## src/rtl/trc_fifo.sv

```systemverilog
// ----------------------------------------------------------------------------
// trc_fifo: small register queue
// Holds requests between the front and back parts, and finished results.
// ----------------------------------------------------------------------------
`default_nettype none

module trc_fifo #(
	parameter type T     = logic,
	parameter int  DEPTH = 2
) (
	input  wire logic clk,
	input  wire logic arst_n,
	input  wire logic wr_en,
	input  wire T     wr_data,
	output logic      full,
	input  wire logic rd_en,
	output T          rd_data,
	output logic      empty
);

	localparam int PW = (DEPTH > 1) ? $clog2(DEPTH) : 1;
	localparam int CW = $clog2(DEPTH + 1);

	T              mem_q [DEPTH];
	logic [PW-1:0] wr_ptr_q;
	logic [PW-1:0] rd_ptr_q;
	logic [CW-1:0] cnt_q;
	logic          do_wr;
	logic          do_rd;

	assign full    = (cnt_q == CW'(DEPTH));
	assign empty   = (cnt_q == '0);
	assign do_wr   = wr_en && !full;
	assign do_rd   = rd_en && !empty;
	assign rd_data = mem_q[rd_ptr_q];

	always_ff @(posedge clk) begin
		if (do_wr) begin
			mem_q[wr_ptr_q] <= wr_data;
		end
	end

	always_ff @(posedge clk or negedge arst_n) begin
		if (!arst_n) begin
			wr_ptr_q <= '0;
			rd_ptr_q <= '0;
			cnt_q    <= '0;
		end else begin
			if (do_wr) begin
				wr_ptr_q <= (wr_ptr_q == PW'(DEPTH - 1)) ? '0 : wr_ptr_q + 1'b1;
			end
			if (do_rd) begin
				rd_ptr_q <= (rd_ptr_q == PW'(DEPTH - 1)) ? '0 : rd_ptr_q + 1'b1;
			end
			if (do_wr && !do_rd) begin
				cnt_q <= cnt_q + 1'b1;
			end else if (do_rd && !do_wr) begin
				cnt_q <= cnt_q - 1'b1;
			end
		end
	end

endmodule

`default_nettype wire

```

## config.mk

```make
export PLATFORM = sky130hd
export DESIGN_NAME = trc_fifo
export DESIGN_NICKNAME = d
export VERILOG_FILES = /design/src/rtl/trc_fifo.sv
export SDC_FILE = /design/constraint.sdc
export NUM_CORES = 1
export LEC_CHECK = 0
export BUFFER_PORTS_ARGS = -buffer_cell sky130_fd_sc_hd__buf_2
export CORE_AREA = 2 2 39 41
export CTS_CLUSTER_SIZE = 28
export DETAILED_ROUTE_END_ITERATION = 10
export DIE_AREA = 0 0 41 43
export GPL_TIMING_DRIVEN = 0
export PLACE_DENSITY = 0.47
export SYNTH_ARGS = -nofsm -noshare
export SYNTH_HDL_FRONTEND = slang
export SYNTH_SLANG_ARGS = --single-unit
```

## constraint.sdc

```tcl
create_clock -name clk -period 1.55 [get_ports clk]
set_input_delay 0.155 -clock clk [delete_from_list [all_inputs] [get_ports clk]]
set_output_delay 0.155 -clock clk [all_outputs]
set_load 0.1 [all_outputs]
```

# After elaboration in Yosys (flattened, before gate mapping)
# Memories as Yosys holds them, arrays and structs flattened.
# Cells that the tools add are included.
# classes
add_sub_neg	4
eq_ne	1
muxes	6
n_reduce_logical	10
# ops
operator	n
$logic_and 1x1->1	4
$logic_not 1->1	4
$mux 1	4
$mux 2	2
$add 1x1->1 const B	2
$add 2x1->2 const B	1
$eq 2x2->1 const B	1
$logic_not 2->1	1
$reduce_bool 2->1	1
$sub 2x1->2 const B	1
# word_totals
register_bits	4
mem_bits_rw	2
inputBits	5
output_inout_bits	3
wordCells	25
memories	1
# mem_list
memory	depth	word_bits	rd	rd_clocked_by_memory_dff	wr	line	source
mem_q	2	1	1	0	1	24	T mem_q [DEPTH];

# Logic depth before layout (Yosys ltp)
# Gate-level depths: netlist (run 1).
# depth
depth_word	7
ltp_mapped	7
mapped_depth_nobuf	7

# Worst setup path before layout (run 1)
# Ideal clock, no wire load.
# synth_path
path_kind	register to output
from	register cnt_q[0]
to	output empty
arrival_time_ns	1.673
required_time_ns	1.395
path_slack_ns	-0.278
path_stages_with_launch	2
n_path_buf	0
cell_sequence	dfrtp_1 nor2_1
# synth_between
elab_chain_cells	1
# synth_lines
item	line	source
start: declaration	27	logic [CW-1:0] cnt_q;
start signal: assignment	56	cnt_q <= cnt_q + 1'b1;
start signal: assignment	58	cnt_q <= cnt_q - 1'b1;
$logic_not 2->1	32	assign empty = (cnt_q == '0);
end: declaration	18	output logic empty
# Every way passes these cells.

# Worst setup path in the final report (run 1)
# layout_path
from	register rd_ptr_q
to	output rd_data
# layout_between
elab_chain_cells	1
# layout_lines
item	line	source
start: declaration	26	logic [PW-1:0] rd_ptr_q;
start signal: assignment	53	rd_ptr_q <= (rd_ptr_q == PW'(DEPTH - 1)) ? '0 : rd_ptr_q + 1'b1;
$mem_v2 2x1	--	
end: declaration	17	output T rd_data,
# Every way passes these cells.

==> results of run 1 <==
-- critical path: cells and delay by family, from the launching register on --
kind / cells / cell delay (ns)
flip-flops: 1 / 0.39
buffers and inverters: 1 / 0.41
multiplexers: 1 / 0.22
-- cell families after synthesis --
family	count (synthesis)
compound gates	1
xor+xnor	5
fa+ha+maj	1
buf+inv	2
flops	6
mux	1
simple gates	6
-- cell usage after synthesis (all sizes together) --
library cell  instances  area, um^2
and3                  1        6.26
dfrtp                 4         100
edfxtp                2        60.1
ha                    1        12.5
inv                   2        7.51
mux2                  1        11.3
nand2                 1        3.75
nand2b                1        6.26
nor2                  3        11.3
o21ai                 1        5.00
xnor2                 3        26.3
xor2                  2        17.5
-- how the worst min path moves through the flow --
stage	from	to	slack [ns]	depth (start not counted)
floorplan	arst_n	cnt_q[0]$_DFFE_PN0P_	-0.14	0
global placement	arst_n	wr_ptr_q$_DFFE_PN0N_	-0.04	1
detailed placement	arst_n	rd_ptr_q$_DFFE_PN0P_	-0.03	1
CTS	wr_data	mem_q[0]$_DFFE_PP_	0.08	1
global route	wr_data	mem_q[0]$_DFFE_PP_	0.08	1
finish	wr_data	mem_q[0]$_DFFE_PP_	0.1	1
-- metrics by stage --
stage | util [%] | worst slack (ns) | hold slack (ns) | area (um^2) | cells
3_5_place_dp | 23.5 | 0.0583 | -0.0313 | 325 | 45
6_report | 27.1 | 0.114 | 0.0963 | 375 | 50
5_1_grt | 27.1 | 0.0491 | 0.0799 | 375 | 50
2_1_floorplan | - | 0.177 | -0.141 | 270 | 22
3_3_place_gp | 23.5 | 0.112 | -0.0391 | 325 | 45
4_1_cts | 26.1 | 0.0123 | 0.0844 | 362 | 50
-- state kept, by name, indices dropped and copies added (netlist names) --
signal / count
mem_q: 2
rd_ptr_q: 1
wr_ptr_q: 1
cnt_q: 2
-- final cells by class --
class	instances	area, um^2	area share (%)
Multi-Input combinational cell	14	113	30.0
Timing Repair Buffer	8	47.5	12.7
Tap cell	16	20.0	5.33
Clock buffer	4	26.3	7.00
Inverter	2	7.51	2.00
Sequential cell	6	161	43.0
-- cells in the final DEF (no fill, tap or decap), types with 2 or more instances in the layout --
cell	count
xnor2_1	3
nor2_1	2
edfxtp_1	2
dfrtp_1	3
clkbuf_4	4
xor2_1	2
buf_2	6
inv_1	2
-- routing by layer --
layer	global-route usage (%)	vias up
met5	0	-
met4	8.00	0
met3	6.28	5
met2	7.19	11
met1	9.84	80
li1	-	94
-- timing repair --
action	4_1_cts	5_1_grt
hold endpoints to repair	4	0
hold buffers	1	0
resized for setup	0	4
setup endpoints to repair	0	2
==> results.md, run 1 <==
- Clk pin slew, worst setup/hold paths: 0.05 ns
- CP max FO: 2
- Max-cap violations: 0
- Die height: 43 um
- Syn Area/Cell: 12.2 um^2
- Vias per cell: 3.80
- CTS buffer count: 3
- Met3 routed WL: 67 um
- Flop2flop setup slack: 0.15 ns
- Final Cycle Share: 92.6%
- Vias: 190
- Die Span X: 41 um
- Final Skew: 0.00713 ns
- Crit-path max cell delay: 0.41 ns
- Relative slew margins: 67.9%
- Area grow syn2layout: 40.2%
- Max layer used: met4
- GRT overflow: 0
- Slew Viols, Final: 0
- HPWL Detailed: 336 um
- Die Footprint: 1760 um^2
- Port bufs: 7
- Crit Path Category: flip-flop to primary output
- Initial antenna violation count: 0
- Tot GR Track Use: 7.78%
- CP max-delay cell: buf_2
- Metal2 WL: 180 um
- # IOs: 8
- Synthesis Warnings: 0
- DRC: 0
- Core area: 1380 um^2
- Setup crit end kind: primary output
- Vias in the first global route: 183
- Worst r2r src: cnt_q[0]$_DFFE_PN0P_
- Met1 WL: 215 um
- Initial Utilization: 19.3%
- Arrival @ worst endpoint: 1.28 ns
- Cell Rows: 14
- Critical Path RT: 1.39 ns
- Root Buffer: clkbuf_4
- Clock buffer depth: 2
- Post-synthesis cell type count: 12
- Pin count of the biggest net entering global routing: 6
- Simple logic cell fraction of the synthesized area: 10.3%
- DRT iter0 DRCs: 0
- Total Nets Final: 41
- CP Launch Type: flip-flop
- Routed WL: 486 um
- TNS Setup: 0 ns
- Share of cells above drive strength 1: 44.1%
- Final setup violation count: 0
- Compound-Gate Fraction of Synth Area: 1.87%
- Area of the mapped netlist: 268 um^2
- Worst-Margin Slew: 0.485 ns
- DR pass1 iterations: 1
- Reg-to-reg endpoint: cnt_q[1]$_DFFE_PN0P_
- Mapped Cells: 22
- Worst setup path endpoint: rd_data
- Fraction of synthesized area in multiplexers: 4.21%
- Gpl congestion: 0.607
- N_diodes: 0
- Clock latency on the worst-skew pair: 0.26 ns
- Detail Route Antenna Nets: 0
- Syn Nets: 28
- First-pass GRT wire length: 786 um
- CP startpoint: rd_ptr_q$_DFFE_PN0P_
- Final Hold Vio Count: 0
- Routed len/inst: 9.72 um
- Post-synthesis xor/xnor area fraction: 16.4%
- Status: completed
- Fmax: 697 MHz
- Register area share after synthesis: 59.8%
- Length in cells of the worst reg-to-reg path: 7
- Main combinational cell family by area after synthesis: XOR/XNOR gates
- Critical Path, Cell by Cell: mux2_2, buf_2
- CTS Sinks: 6
- CTS tree: yes
- FILL cells: 152
- Adder-cell share of the synthesized area: 4.67%
- FF+latch count, synth: 6
- Period minus WS final: 1.44 ns
- Worst Hold Class: input port to flip-flop
- Post-CTS setup buffer count: 0
- Number of H-tree levels: 1
- Unrepaired setup endpoints after global routing: no
Power of run 1 is not shown: default switching activity piles up to over one toggle a cycle in this logic, so the estimate is an artifact.
==> run 2, diff against run 1 <==
--- a/config.mk
+++ b/config.mk
@@ -5,13 +5,14 @@
 export SDC_FILE = /design/constraint.sdc
 export NUM_CORES = 1
 export LEC_CHECK = 0
+export ABC_AREA = 1
 export BUFFER_PORTS_ARGS = -buffer_cell sky130_fd_sc_hd__buf_2
 export CORE_AREA = 2 2 39 41
 export CTS_CLUSTER_SIZE = 28
 export DETAILED_ROUTE_END_ITERATION = 10
 export DIE_AREA = 0 0 41 43
 export GPL_TIMING_DRIVEN = 0
-export PLACE_DENSITY = 0.47
+export PLACE_DENSITY = 0.5
 export SYNTH_ARGS = -nofsm -noshare
 export SYNTH_HDL_FRONTEND = slang
 export SYNTH_SLANG_ARGS = --single-unit
==> results.md, run 2 <==
- Pin count of the biggest net entering global routing: 8 (+2)
- Post-CTS setup buffer count: 0 (unchanged)
- Area grow syn2layout: 32.8%
- Final setup violation count: 0 (unchanged)
- Initial Utilization: 22.1% (+2.7 points)
- Relative slew margins: 67.7% (-0.19 points)
- Share of cells above drive strength 1: 30.6% (-14 points)
- CP max FO: 4 (+2)
- Core area: 1380 um^2 (unchanged)
- Biggest regs: cnt_q (2), mem_q (2)
- Ys flop type: dfrtp_1
- Setup crit end kind: primary output
- CP Launch Type: flip-flop
- Mapped Cells: 37 (+68%)
- Crit Path Category: flip-flop to primary output
- CTS buffer count: 3 (unchanged)
- Clock latency on the worst-skew pair: 0.24 ns (-0.02 ns)
- First-pass GRT wire length: 883 um (+12%)
- TNS Setup: 0 ns (unchanged)
- Die height: 43 um (unchanged)
- Simple logic cell fraction of the synthesized area: 27.5% (+17 points)
- Most frequent cells in the layout: nand2_1, inv_1, buf_2, clkbuf_4, dfrtp_1
- DRT iter0 DRCs: 2 (+2)
- CTS tree: yes
- Main combinational cell family by area after synthesis: simple AND/OR/NAND/NOR gates
- Final Hold Vio Count: 0 (unchanged)
- Clk pin slew, worst setup/hold paths: 0.05 ns (about the same)
- Area of the mapped netlist: 305 um^2 (+14%)
- Fraction of synthesized area in multiplexers: 0% (-4.2 points)
- Max-cap violations: 0 (unchanged)
- HPWL Detailed: 401 um (+20%)
- Worst-Margin Slew: 0.488 ns (+0.00290 ns)
- Post-synth top cells: nand2_1, inv_1, dfrtp_1
- Die Footprint: 1760 um^2 (unchanged)
- Inst Count DP: 60 (+33%)
- Post-route cell area: 405 um^2 (+8.0%)
- Largest cells by area after synthesis: dfrtp_1, edfxtp_1, nand2_1
- Vias per cell: 3.74 (-1.6%)
- Syn Area/Cell: 8.25 um^2 (-32%)
- Seq. cell area: 161 um^2 (unchanged)
- Synthesis Warnings: 0 (unchanged)
- # IOs: 8 (unchanged)
- FF+latch count, synth: 6 (unchanged)
- Worst Hold Class: input port to flip-flop
- Post-synthesis xor/xnor area fraction: 2.87% (-13 points)
- Critical Path RT: 1.39 ns (about the same)
- Compound-Gate Fraction of Synth Area: 3.28% (+1.4 points)
- N_diodes: 0 (unchanged)
- Status: completed
- Most common cell after layout, fill and taps aside: nand2_1
- Hold Buf Count CTS: 1 (unchanged)
- Initial antenna violation count: 0 (unchanged)
- Port bufs: 7 (unchanged)
- Period minus WS final: 1.43 ns (-0.0101 ns)
- Post-synthesis cell type count: 12 (unchanged)
- Number of synthesized flops with an enable pin: 2 (unchanged)
- Post-CTS sizing: 0 (unchanged)
- Detail Route Antenna Nets: 0 (unchanged)
- Arrival @ worst endpoint: 1.27 ns (about the same)
- Routed WL: 494 um (+1.6%)
- Post-route insts no fill: 65 (+30%)
- Vias in the first global route: 241 (+32%)
- Register area share after synthesis: 52.5% (-7.4 points)
- Area after DPL: 369 um^2 (+13%)
- Top cell type by total area after synthesis: dfrtp_1
- Cell Rows: 14 (unchanged)
- Area of the multi-input gates: 123 um^2 (+8.9%)
- DRC: 0 (unchanged)
- Syn Nets: 43 (+54%)
- GRT overflow: 0 (unchanged)
- Adder-cell share of the synthesized area: 4.10% (-0.57 points)
- Fraction of registers with async set/reset: 66.7% (unchanged)
- CTS Sinks: 6 (unchanged)
- Post-synth top area share: 32.8% (-4.6 points)
- Final Skew: 0.00570 ns (-0.00143 ns)
- Final hold slack: 0.105 ns (+0.00874 ns)
- Gpl congestion: 0.747 (+23%)
- Clock buffer depth: 2 (unchanged)
- Number of H-tree levels: 1 (unchanged)
- FILL cells: 156 (+2.6%)
- Fmax: 702 MHz (+0.71%)
- Most frequent cell after synthesis: nand2_1
- Slew Viols, Final: 0 (unchanged)
- Unrepaired setup endpoints after global routing: no
- Routed len/inst: 7.60 um (-22%)
- Total Nets Final: 56 (+37%)
- Vias: 243 (+28%)
- DR pass1 iterations: 4 (+3)
- Tot GR Track Use: 8.30% (+0.52 points)
- Root Buffer: clkbuf_4
- Die Span X: 41 um (unchanged)
- Final Cycle Share: 92.0% (-0.65 points)
[run 2: changes by cell type in the layout (fill, tap and decap cells not counted), sizes merged]
cell	delta
mux2	-1
nand3	+1
clkbuf	-1
nand2b	-1
xor2	-2
o21ai	+1
nand3b	+1
xnor2	-2
nand4	+1
buf	+1
inv	+6
nand2	+11
and3	-1
nor2	+1
[run 2: cell families (layout without fill, tap and decap cells)]
logic type | Yosys count | count (layout)
flops | 6 | 6
simple gates | 19 | 19
fa+ha+maj | 1 | 1
compound gates | 2 | 2
xor+xnor | 1 | 1
buf+inv | 8 | 20
[run 2: final timing paths]
| path | startpoint | endpoint | slack, ns | cells past startpoint |
|---|---|---|---|---|
| worst max-delay path | cnt_q[1]$_DFFE_PN0P_ | full | 0.12 | 3 |
| worst min-delay path | wr_data | mem_q[1]$_DFFE_PP_ | 0.11 | 1 |
| worst max register to register | cnt_q[0]$_DFFE_PN0P_ | cnt_q[1]$_DFFE_PN0P_ | 0.15 | 6 |
| worst min register to register | wr_ptr_q$_DFFE_PN0N_ | wr_ptr_q$_DFFE_PN0N_ | 0.49 | 2 |
| max in group asynchronous | arst_n | cnt_q[0]$_DFFE_PN0P_ | 1.17 | 2 |
| min in group asynchronous | arst_n | wr_ptr_q$_DFFE_PN0N_ | 0.24 | 2 |
[run 2: critical path, stage by stage, from the launching register on]
cell     delay, ns
dfrtp_1       0.41
inv_2         0.08
nor2_4        0.11
buf_2         0.43
[run 2: layout make-up]
cell class	instances	area share [%]
clock buffers	4	6.48
inverters	8	7.41
multi-input cells	23	30.2
well taps	16	4.94
flip-flops and latches	6	39.8
repair buffers	8	11.1
[run 2: per-layer routing]
layer  vias to the layer above  share of wire, %  GRT usage [%]
li1                        136                 -              -
met1                        98                50           9.90
met2                         7                43           9.69
met3                         2               3.6           1.57
met4                         0               3.8           12.0
met5                         -                 0              0
[run 2: stage by stage]
stage,setup WS [ns],utilization [%]
after floorplan,-0.133,-
after global placement,0.138,26.7
after detailed placement,0.160,26.7
after CTS,0.118,29.3
after global routing,0.0358,29.3
final,0.124,29.3
Power of run 2 is left out for the same reason.
