## src/rtl/trc_pkg.sv

```systemverilog
// ----------------------------------------------------------------------------
// trc_pkg: shared types and constants of the tempo ratio classifier
// Item, job and result structs, relation kind codes, default bounds.
// ----------------------------------------------------------------------------
`default_nettype none

package trc_pkg;

	localparam int DEF_MAX_DENOMINATOR = 16;
	localparam int DEF_MAX_NUMERATOR   = 32;
	localparam int DEF_MAX_OCTAVE      = 5;
	localparam int JOB_QUEUE_DEPTH     = 2;
	localparam int RESULT_QUEUE_DEPTH  = 2;

	localparam logic [15:0] TOLERANCE_FLOOR = 16'd786;
	localparam logic [23:0] RATE_MAX        = 24'hFFFFFF;

	localparam logic [1:0] KIND_UNRESOLVED = 2'd0;
	localparam logic [1:0] KIND_HARMONIC   = 2'd1;
	localparam logic [1:0] KIND_RATIONAL   = 2'd2;

	typedef struct packed {
		logic [15:0] candidate_rate;
		logic [15:0] reference_rate;
		logic [15:0] candidate_score;
		logic [15:0] window_reliability;
	} trc_item_t;

	typedef struct packed {
		trc_item_t   item;
		logic [15:0] tol;
		logic        fault;
	} trc_job_t;

	typedef struct packed {
		logic [1:0]  relation_kind;
		logic [5:0]  ratio_numerator;
		logic [5:0]  ratio_denominator;
		logic [23:0] relative_rate;
		logic [15:0] confidence_out;
		logic        divide_fault;
	} trc_result_t;

endpackage

`default_nettype wire

```

## src/rtl/trc_front.sv

```systemverilog
// ----------------------------------------------------------------------------
// trc_front: request intake
// Holds the tolerance register, flags a zero reference and forms the job.
// ----------------------------------------------------------------------------
`default_nettype none

module trc_front import trc_pkg::*; (
	input  wire logic        clk,
	input  wire logic        arst_n,
	input  wire logic        cfg_valid,
	output logic             cfg_ready,
	input  wire logic [15:0] cfg_data,
	input  wire trc_item_t   item,
	output trc_job_t         job
);

	logic [15:0] tol_q;

	assign cfg_ready = 1'b1;

	always_ff @(posedge clk or negedge arst_n) begin
		if (!arst_n) begin
			tol_q <= TOLERANCE_FLOOR;
		end else if (cfg_valid) begin
			tol_q <= cfg_data;
		end
	end

	always_comb begin
		job.item  = item;
		job.tol   = (tol_q < TOLERANCE_FLOOR) ? TOLERANCE_FLOOR : tol_q;
		job.fault = (item.reference_rate == 16'd0);
	end

endmodule

`default_nettype wire

```

## config.mk

```make
export PLATFORM = sky130hd
export DESIGN_NAME = trc_front
export DESIGN_NICKNAME = d
export VERILOG_FILES = /design/src/rtl/trc_pkg.sv /design/src/rtl/trc_front.sv
export SDC_FILE = /design/constraint.sdc
export NUM_CORES = 1
export LEC_CHECK = 0
export ABC_CLOCK_PERIOD_IN_PS = 1050
export BUFFER_PORTS_ARGS = -buffer_cell sky130_fd_sc_hd__buf_2
export CAP_MARGIN = 25
export CORE_ASPECT_RATIO = 1.4
export CORE_MARGIN = 1.5
export CORE_UTILIZATION = 29
export CTS_CLUSTER_DIAMETER = 60
export DETAILED_ROUTE_END_ITERATION = 10
export PLACE_DENSITY = 0.77
export SLEW_MARGIN = 10
export SYNTH_ARGS = -nofsm -noshare
export SYNTH_HDL_FRONTEND = slang
export SYNTH_SLANG_ARGS = --single-unit
```

## constraint.sdc

```tcl
create_clock -name clk -period 1.05 [get_ports clk]
set_input_delay 0.0525 -clock clk [delete_from_list [all_inputs] [get_ports clk]]
set_output_delay 0.0525 -clock clk [all_outputs]
set_load 0.02 [all_outputs]
```

# After elaboration in Yosys (flattened, before gate mapping)
# Index checks and enable logic that the tools add are counted.
[op_classes] n_lt_le_gt_ge=1 mux=1 n_reduce_logical=1
[ops] cell="16-bit zero test" n=1
[ops] cell="16-bit by 10-bit < comparator with 1-bit output, second input constant" n=1
[ops] cell="16-bit two-way mux" n=1
[totals] ff_bits=16 in_bits=83 output_inout_bits=82 word_cells=4

# Longest topological paths before layout
# Gate-level depths: netlist (run 1).
[logic_depth] depth_word=2 depth_mapped=3 mapped_depth_nobuf=3

# Worst setup path before layout (run 1)
# No wires, ideal clock.
[synth_timing] path_kind="reg-to-output" startpoint="reg tol_q[10]" endpoint="out job[1] in the netlist's numbering" t_arrival_ns=1.136 t_required_ns=0.998 slack_ns=-0.138 path_stages_with_launch=4 path_buffers=0 path_cell_list="dfrtp_1 -> nor4_4 -> o2111ai_2 -> and2_1"
[synth_lines] item="from (decl)" line_no="trc_front.sv:17" source="logic [15:0] tol_q;"
[synth_lines] item="from (signal assigned)" line_no="trc_front.sv:25" source="tol_q <= cfg_data;"
[synth_lines] item="to (decl)" line_no="trc_front.sv:14" source="output trc_job_t job"

==> metrics.md, run 1 <==
| Metric | Value |
|---|---|
| I/O pin count | `165` |
| Vias/cell | `4.40` |
| CP Capture Type | `output port` |
| Final worst-path setup slack | `-0.624 ns` |
| Initial Util | `0.303` |
| Synth-to-layout area growth | `18.0%` |
| Wire per inst | `18.0 um` |
| Crit Reg-Reg Endpoint | `tol_q[8]$_DFFE_PN1P_` |
| TNS Setup | `-5.63 ns` |
| PwrDens | `1300 nW/um2` |
| #FFs+latches synth | `16` |
| RSZ-0062 raised after global routing | `true` |
| Yosys cell types | `21` |
| Avg Inst Size Synth | `10.0 um2` |
| Drt total wl | `3770 um` |
| CTS Buffer Depth | `2` |
| DRT iter0 DRCs | `11` |
| Worst-path cell chain | `nor4_4 > buf_4 > nand2_4 > o21a_4 > buf_6` |
| Stages on the worst setup path | `5` |
| Core ar. | `4270 um2` |
| Worst min path class | `in -> reg` |
| Tmin final | `1.67 ns` |
| WP data required | `1.00 ns` |
| Clock Sinks | `16` |
| Yosys warns | `0` |
| Htree depth | `1` |
| R2R cell count | `3` |
| Hold EP | `tol_q[10]$_DFFE_PN0P_` |
| Routed vias | `919` |
| Switching Share | `0.301` |
| Share of cells above drive strength 1 | `0.846` |
| Comb power frac | `0.355` |
| Synth Area in XOR/XNOR | `0` |
| Final core utilization | `0.357` |
| DPL Wire Length | `3120 um` |
| Gr usage total | `0.151` |
| Final setup violation count | `10` |
| Commonest non-fill, non-tap cell in the layout | `buf_2` |
| Power Internal | `0.00139 W` |
| Initial antenna violation count | `0` |
| Pre-antenna DRT Iters | `4` |
| Layout Nets | `233` |
| Gpl congestion | `0.773` |
| Clock power frac | `0.273` |
| Commonest cells after routing, fill and taps aside | `57 x buf_2, 21 x buf_4, 16 x mux2_2` |
| Cell area after layout | `1530 um2` |
| Clock Latency Late Sink | `0.25 ns` |
| Critical R2R Launch | `tol_q[8]$_DFFE_PN1P_` |
| CTS clk-pin slew, worst paths | `0.06 ns` |
| Regs by FF count | `tol_q: 16 flops` |
| Routed Antenna Nets | `0` |
| DIE AREA | `4880 um2` |
| Crit path max fanout | `5` |
| Grt ovf | `0` |
| Row count | `28` |
| Failing checks | `negative setup slack` |
| Critical path type | `reg -> out` |
| Crit-path slowest cell | `dfrtp_1` |
| Die X | `59.5 um` |
| Pin count of the biggest net entering global routing | `17` |
| Post-synthesis adder-cell area fraction | `0` |
| Simple logic cell fraction of the synthesized area | `0.0899` |
| Hold Slack | `0.0305 ns` |
| Worst Min Path Start | `cfg_data[10]` |
| Fin. Hold Viols | `0` |
| FF-to-FF setup slack | `0.08 ns` |
| Syn Nets | `212` |
| Root Driver | `clkbuf_8` |
| First-pass GRT wire length | `5090 um` |
| Port buffer count | `67` |
| Startpoint Class | `flop` |
| Max reg flops | `16` |
| Crit-path leading delay family | `simple AND/OR/NAND/NOR gates` |
| CTS tree | `done` |
| IR drop worst, VDD | `0.000983 V` |
| Biggest register | `tol_q` |
| WL met3 | `935 um` |
| Compound-Gate Fraction of Synth Area | `0.0483` |
| Die height | `82.1 um` |
| # DRC | `0` |
| Pre-CTS setup slack | `-0.381 ns` |
| Wl on met1 | `1000 um` |
| Highest metal used | `met4` |
| FMAX | `597 MHz` |
| Worst hold stages | `2` |
| Ant. Diodes | `0` |
| Max Cap Viol | `0` |
| Max stage delay on crit path | `0.40 ns` |
| Vias in the first global route | `985` |
| Main combinational cell family by area after synthesis | `buffers and inverters` |
| Net Switching | `0.000600 W` |
| Crit path buf inv count | `2` |
| Status | `complete, but fails checks` |
| Placed cell area | `1330 um2` |
| Mapped Area | `1290 um2` |
| Mux cell area share after synthesis | `0.139` |
| Final Skew | `0 ns` |
| Worst path arrival time | `1.62 ns` |
| Share of power burned in registers | `0.373` |
| Leakage power | `0.750 nW` |
| Seq/Total Area, Yosys | `0.313` |
| Post-Syn Instances | `129` |
| Slew Viols, Final | `0` |
| CTS Buf Count | `3` |
| WL met2 | `1690 um` |
| Fin crit share | `1.59` |
## cell families after synthesis
| family | after synthesis |
|---|---|
| buffers and inverters | 73 |
| AND/OR/NAND/NOR | 17 |
| multiplexers | 16 |
| flip-flops | 16 |
| AO/OA/AOI/OAI | 6 |
| other | 1 |
## power groups by stage
stage | clock network [W] | registers, W | logic, W
6_report | 0.000543 | 0.000742 | 0.000706
5_1_grt | 0.000592 | 0.000750 | 0.000752
4_1_cts | 0.000559 | 0.000742 | 0.000673
3_5_place_dp | 0 | 0.000747 | 0.000606
3_3_place_gp | 0 | 0.000744 | 0.000601
2_1_floorplan | 0 | 0.000747 | 0.000617
## stage by stage
stage | power [W] | std cells
after floorplan | 0.00136 | 129
after global placement | 0.00135 | 201
after detailed placement | 0.00135 | 201
after CTS | 0.00197 | 206
after global routing | 0.00209 | 209
final | 0.00199 | 209
## layout make-up
cell class	instances	area (um2)
Clock buffer	4	55.1
Fill cell	470	2750
Multi-Input combinational cell	40	427
Sequential cell	16	405
Tap cell	60	75.1
Timing Repair Buffer	89	566
## per-layer routing
metal,GRT usage,up-vias
met3,0.159,19
li1,-,395
met1,0.108,425
met4,0.0886,0
met2,0.240,80
met5,0,-
## worst max-delay path by stage
stage | from | end | slack, ns
2_1_floorplan | tol_q[10]$_DFFE_PN0P_ | job[6] | -0.13
3_3_place_gp | tol_q[10]$_DFFE_PN0P_ | job[1] | -0.39
3_5_place_dp | tol_q[10]$_DFFE_PN0P_ | job[1] | -0.38
4_1_cts | tol_q[14]$_DFFE_PN0P_ | job[1] | -0.64
5_1_grt | tol_q[10]$_DFFE_PN0P_ | job[6] | -0.67
6_report | tol_q[10]$_DFFE_PN0P_ | job[6] | -0.62
## what timing repair did
action / CTS / global route
buffers inserted: 0 / 3
endpoints found under the setup margin: 10 / 10
resized for setup: 19 / 9
hold endpoints to repair: 15 / 0
hold buffers: 1 / 0
pin swaps: 7 / 4
## cell usage after synthesis (all sizes together)
cell type    count  area share
dfstp            4       0.081
dlygate4sd3      1      0.0077
mux2            16        0.14
nor3             1      0.0039
clkbuf           5       0.014
and2             4       0.019
buf             67        0.38
nor2             1      0.0029
and4             1      0.0068
nor4             5       0.036
a31o             1      0.0068
o21a             3       0.017
nand2            1      0.0029
dfrtp           12        0.23
nand2b           3       0.014
o311ai           1       0.013
o2111ai          1       0.012
nand3            1      0.0039
conb             1      0.0029
Note: power is estimated with default switching activity, not from simulation.
==> run 2, diff against run 1 <==
SKIP_CTS_REPAIR_TIMING = 1   (was not set)
TNS_END_PERCENT = 50   (was not set)
==> metrics.md, run 2 (synthesis results as in run 1) <==
| Metric | Value |
|---|---|
| Status | `complete, but fails checks (unchanged)` |
| Failing checks | `negative setup slack (unchanged)` |
| WP data required | `1.00 ns (about the same)` |
| Multi-input gate area | `387 um2 (was 427 um2)` |
| Core ar. | `4270 um2 (unchanged)` |
| First-pass GRT wire length | `4840 um (was 5090 um)` |
| Power Internal | `0.00128 W (was 0.00139 W)` |
| Max stage delay on crit path | `0.41 ns (was 0.40 ns)` |
| CP Capture Type | `output port (unchanged)` |
| Final worst-path setup slack | `-0.590 ns (was -0.624 ns)` |
| Row count | `28 (unchanged)` |
| Fin crit share | `1.56 (was 1.59)` |
| Port buffer count | `67 (unchanged)` |
| Critical path type | `reg -> out (unchanged)` |
| CTS clk-pin slew, worst paths | `0.06 ns (about the same)` |
| Share of cells above drive strength 1 | `0.813 (was 0.846)` |
| Placed cell area | `1310 um2 (was 1330 um2)` |
| Routed Antenna Nets | `0 (unchanged)` |
| Biggest register | `tol_q (unchanged)` |
| Fin. Hold Viols | `0 (unchanged)` |
| CTS Buf Count | `3 (unchanged)` |
| Htree depth | `1 (unchanged)` |
| Initial Util | `0.303 (unchanged)` |
| Layout Nets | `228 (was 233)` |
| Placed cells | `199 (was 201)` |
| CTS tree | `done (unchanged)` |
| Comb power frac | `0.340 (was 0.355)` |
| Crit path buf inv count | `1 (was 2)` |
| Grt ovf | `0 (unchanged)` |
| Max Cap Viol | `0 (unchanged)` |
| Fill count | `473 (was 470)` |
| Max reg flops | `16 (unchanged)` |
| IR drop worst, VDD | `0.000827 V (was 0.000983 V)` |
| Drt total wl | `3580 um (was 3770 um)` |
| Routed vias | `885 (was 919)` |
| Crit path max fanout | `4 (was 5)` |
| Tmin final | `1.64 ns (was 1.67 ns)` |
| Clock Sinks | `16 (unchanged)` |
| Worst path arrival time | `1.59 ns (was 1.62 ns)` |
| Crit-path leading delay family | `simple AND/OR/NAND/NOR gates (unchanged)` |
| Regs by FF count | `tol_q: 16 flops (unchanged)` |
| Worst-path cell chain | `nor4_4 > o2111ai_2 > and2_4 > buf_6 (was nor4_4 > buf_4 > nand2_4 > o21a_4 > buf_6)` |
| Pin count of the biggest net entering global routing | `17 (unchanged)` |
| Gpl congestion | `0.854 (was 0.773)` |
| Share of power burned in registers | `0.403 (was 0.373)` |
| Commonest cells after routing, fill and taps aside | `61 x buf_2, 17 x buf_4, 16 x mux2_2 (was 57 x buf_2, 21 x buf_4, 16 x mux2_2)` |
| DRT iter0 DRCs | `2 (was 11)` |
| RSZ-0062 raised after global routing | `true (unchanged)` |
| Clock Latency Late Sink | `0.25 ns (about the same)` |
| Die height | `82.1 um (unchanged)` |
| Die X | `59.5 um (unchanged)` |
| Clock power frac | `0.257 (was 0.273)` |
| DPL Wire Length | `3070 um (was 3120 um)` |
| Final core utilization | `0.330 (was 0.357)` |
| Worst min path class | `in -> reg (unchanged)` |
| FMAX | `610 MHz (was 597 MHz)` |
| CTS Buffer Depth | `2 (unchanged)` |
| Ant. Diodes | `0 (unchanged)` |
| Switching Share | `0.309 (was 0.301)` |
| I/O pin count | `165 (unchanged)` |
| Wire per inst | `17.5 um (was 18.0 um)` |
| Pre-CTS setup slack | `-0.340 ns (was -0.381 ns)` |
| Final Instance Count excl. Fillers | `204 (was 209)` |
| Commonest non-fill, non-tap cell in the layout | `buf_2 (unchanged)` |
| Vias/cell | `4.34 (was 4.40)` |
| Root Driver | `clkbuf_8 (unchanged)` |
| Leakage power | `0.686 nW (was 0.750 nW)` |
| Crit-path slowest cell | `dfrtp_1 (unchanged)` |
| Final Skew | `0 ns (unchanged)` |
| Startpoint Class | `flop (unchanged)` |
| Design Power | `0.00185 W (was 0.00199 W)` |
| Net Switching | `0.000572 W (was 0.000600 W)` |
| Slew Viols, Final | `0 (unchanged)` |
| Register area | `405 um2 (unchanged)` |
| Vias in the first global route | `957 (was 985)` |
| # DRC | `0 (unchanged)` |
| PwrDens | `1310 nW/um2 (was 1300 nW/um2)` |
| Initial antenna violation count | `0 (unchanged)` |
| Synth-to-layout area growth | `8.99% (was 18.0%)` |
| Gr usage total | `0.143 (was 0.151)` |
| Final setup violation count | `10 (unchanged)` |
| Cell area after layout | `1410 um2 (was 1530 um2)` |
| Pre-antenna DRT Iters | `2 (was 4)` |
| DIE AREA | `4880 um2 (unchanged)` |
-- run 2: metrics by stage --
stage,hold WS (ns),setup TNS (ns)
after floorplan,-0.243,-0.985
after global placement,-0.0210,-2.65
after detailed placement,-0.0158,-2.74
after CTS,-0.290,-5.56
after global routing,0.0325,-6.04
final,0.0313,-5.27
-- run 2: power by group through the flow --
stage | clock network, W | logic [W] | registers (W)
3_5_place_dp | 0 | 0.000592 | 0.000751
6_report | 0.000476 | 0.000629 | 0.000747
4_1_cts | 0.000492 | 0.000595 | 0.000740
5_1_grt | 0.000515 | 0.000671 | 0.000756
3_3_place_gp | 0 | 0.000588 | 0.000747
2_1_floorplan | 0 | 0.000617 | 0.000747
-- run 2: final cells by class --
cell class,count,share of cell area
Multi-Input combinational cell,40,0.274
Tap cell,60,0.0532
Clock buffer,4,0.0319
Timing Repair Buffer,84,0.354
Sequential cell,16,0.287
-- run 2: worst paths after layout --
check,cells past startpoint,slack [ns],startpoint,end
worst min register to register,1,0.51,tol_q[0]$_DFFE_PN0P_,tol_q[0]$_DFFE_PN0P_
worst max-delay path,4,-0.59,tol_q[14]$_DFFE_PN0P_,job[3]
max in group asynchronous,2,0.50,arst_n,tol_q[8]$_DFFE_PN1P_
min in group asynchronous,2,0.24,arst_n,tol_q[7]$_DFFE_PN0P_
worst min-delay path,2,0.03,cfg_data[7],tol_q[7]$_DFFE_PN0P_
worst max register to register,2,0.12,tol_q[5]$_DFFE_PN0P_,tol_q[5]$_DFFE_PN0P_
-- run 2: routing by layer --
metal / up-vias / part of all wire / global-route usage
met1: 394 / 0.27 / 0.106
met3: 17 / 0.26 / 0.156
li1: 387 / - / -
met2: 87 / 0.45 / 0.224
met4: 0 / 0.022 / 0.0727
met5: - / 0 / 0
==> run 3, diff against run 2 <==
CORE_ASPECT_RATIO = not set   (was 1.4)
==> metrics.md, run 3 (synthesis results as in run 1) <==
| Metric | Value |
|---|---|
| Vias in the first global route | `854 (was 957)` |
| Gr usage total | `0.118 (was 0.143)` |
| Slew Viols, Final | `0 (unchanged)` |
| Port buffer count | `67 (unchanged)` |
| Clock power frac | `0.288 (was 0.257)` |
| Crit path max fanout | `5 (was 4)` |
| WP data required | `1.00 ns (about the same)` |
| Max reg flops | `16 (unchanged)` |
| CTS Buffer Depth | `2 (unchanged)` |
| Share of power burned in registers | `0.394 (was 0.403)` |
| Initial Util | `0.299 (was 0.303)` |
| Worst-path cell chain | `nor4_4 > nand2_1 > o21a_2 > buf_2 (was nor4_4 > o2111ai_2 > and2_4 > buf_6)` |
| Wire per inst | `15.4 um (was 17.5 um)` |
| DIE AREA | `4880 um2 (about the same)` |
| Layout Nets | `228 (unchanged)` |
| Row count | `24 (was 28)` |
| Worst path arrival time | `1.60 ns (was 1.59 ns)` |
| Clock Latency Late Sink | `0.25 ns (about the same)` |
| DRT iter0 DRCs | `12 (was 2)` |
| Final setup violation count | `10 (unchanged)` |
| Comb power frac | `0.318 (was 0.340)` |
| Biggest register | `tol_q (unchanged)` |
| Share of cells above drive strength 1 | `0.819 (was 0.813)` |
| Clock Sinks | `16 (unchanged)` |
| Pre-antenna DRT Iters | `2 (unchanged)` |
| Power Internal | `0.00133 W (was 0.00128 W)` |
| Failing checks | `negative setup slack (unchanged)` |
| First-pass GRT wire length | `4330 um (was 4840 um)` |
| Core ar. | `4320 um2 (was 4270 um2)` |
| Switching Share | `0.291 (was 0.309)` |
| I/O pin count | `165 (unchanged)` |
| Max stage delay on crit path | `0.41 ns (about the same)` |
| Max Cap Viol | `0 (unchanged)` |
| Die X | `69.8 um (was 59.5 um)` |
| Startpoint Class | `flop (unchanged)` |
| Gpl congestion | `0.658 (was 0.854)` |
| Leakage power | `0.686 nW (about the same)` |
| Worst min path class | `in -> reg (unchanged)` |
| FMAX | `603 MHz (was 610 MHz)` |
| Final Skew | `0 ns (unchanged)` |
| Fin crit share | `1.58 (was 1.56)` |
| Status | `complete, but fails checks (unchanged)` |
| Grt ovf | `0 (unchanged)` |
| CTS clk-pin slew, worst paths | `0.06 ns (about the same)` |
| CTS Buf Count | `3 (unchanged)` |
| Regs by FF count | `tol_q: 16 flops (unchanged)` |
| Vias/cell | `4.40 (was 4.34)` |
| Die height | `69.8 um (was 82.1 um)` |
| Fill count | `462 (was 473)` |
| Design Power | `0.00188 W (was 0.00185 W)` |
| Pre-CTS setup slack | `-0.372 ns (was -0.340 ns)` |
| Final worst-path setup slack | `-0.607 ns (was -0.590 ns)` |
| Initial antenna violation count | `0 (unchanged)` |
| Ant. Diodes | `0 (unchanged)` |
| Root Driver | `clkbuf_8 (unchanged)` |
| Critical path type | `reg -> out (unchanged)` |
| CP Capture Type | `output port (unchanged)` |
| Pin count of the biggest net entering global routing | `17 (unchanged)` |
| Net Switching | `0.000546 W (was 0.000572 W)` |
| Tmin final | `1.66 ns (was 1.64 ns)` |
| Routed vias | `863 (was 885)` |
| Synth-to-layout area growth | `7.54% (was 8.99%)` |
| Commonest cells after routing, fill and taps aside | `63 x buf_2, 17 x buf_4, 16 x mux2_2 (was 61 x buf_2, 17 x buf_4, 16 x mux2_2)` |
| PwrDens | `1350 nW/um2 (was 1310 nW/um2)` |
| Crit-path slowest cell | `dfrtp_1 (unchanged)` |
| DPL Wire Length | `2520 um (was 3070 um)` |
| IR drop worst, VDD | `0.000822 V (was 0.000827 V)` |
| RSZ-0062 raised after global routing | `true (unchanged)` |
| Drt total wl | `3020 um (was 3580 um)` |
| Htree depth | `1 (unchanged)` |
| CTS tree | `done (unchanged)` |
| Commonest non-fill, non-tap cell in the layout | `buf_2 (unchanged)` |
| TNS Setup | `-5.52 ns (was -5.27 ns)` |
| # DRC | `0 (unchanged)` |
| Fin. Hold Viols | `0 (unchanged)` |
| Routed Antenna Nets | `0 (unchanged)` |
| Multi-input gate area | `380 um2 (was 387 um2)` |
| Register area | `405 um2 (unchanged)` |
## run 3: cell types whose count changed in the layout (fill, tap and decap cells not counted)
cell      delta
buf_2        +2
buf_6        -2
clkbuf_1     -1
clkbuf_8     +1
nand2_1      +1
nand2_2      -1
nor4_1       -1
nor4_2       +1
o311ai_2     +1
o311ai_4     -1
## run 3: layout make-up
cell class,instances,share of cell area
clock buffers,4,0.0395
well taps,52,0.0467
repair buffers,84,0.350
flip-flops and latches,16,0.291
multi-input cells,40,0.273
## run 3: final timing paths
kind	from	to	slack [ns]	depth (start not counted)
setup / recovery	tol_q[14]$_DFFE_PN0P_	job[8]	-0.61	4
hold / removal	cfg_data[9]	tol_q[9]$_DFFE_PN1P_	0.03	2
setup reg to reg	tol_q[14]$_DFFE_PN0P_	tol_q[14]$_DFFE_PN0P_	0.13	2
hold reg to reg	tol_q[0]$_DFFE_PN0P_	tol_q[0]$_DFFE_PN0P_	0.51	1
max in group asynchronous	arst_n	tol_q[1]$_DFFE_PN1P_	0.50	2
min in group asynchronous	arst_n	tol_q[7]$_DFFE_PN0P_	0.25	2
## run 3: layer usage
layer | vias up | track usage | share of wire
li1 | 386 | - | -
met1 | 382 | 0.111 | 0.33
met2 | 76 | 0.207 | 0.51
met3 | 19 | 0.0407 | 0.12
met4 | 0 | 0.0876 | 0.044
met5 | - | 0 | 0
## run 3: per-stage QoR
stage	instance area (um2)	instances	hold WS (ns)	utilization
after floorplan	1310	129	-0.243	-
after global placement	1300	191	-0.0212	0.301
after detailed placement	1300	191	-0.0231	0.301
after CTS	1360	195	-0.297	0.313
after global routing	1390	196	0.0253	0.322
final	1390	196	0.0313	0.322
## run 3: power groups by stage
stage	Sequential, W	Combinational (W)	Clock (W)
floorplan	0.000747	0.000617	0
global placement	0.000745	0.000574	0
detailed placement	0.000749	0.000577	0
CTS	0.000739	0.000580	0.000556
global route	0.000747	0.000642	0.000570
finish	0.000738	0.000597	0.000540
## run 3: worst max-delay path, delay by kind of cell, from the launching register on
kind	cells	cell delay, ns
AND/OR/NAND/NOR	2	0.55
flip-flops	1	0.41
AO/OA/AOI/OAI	1	0.24
buffers and inverters	1	0.15
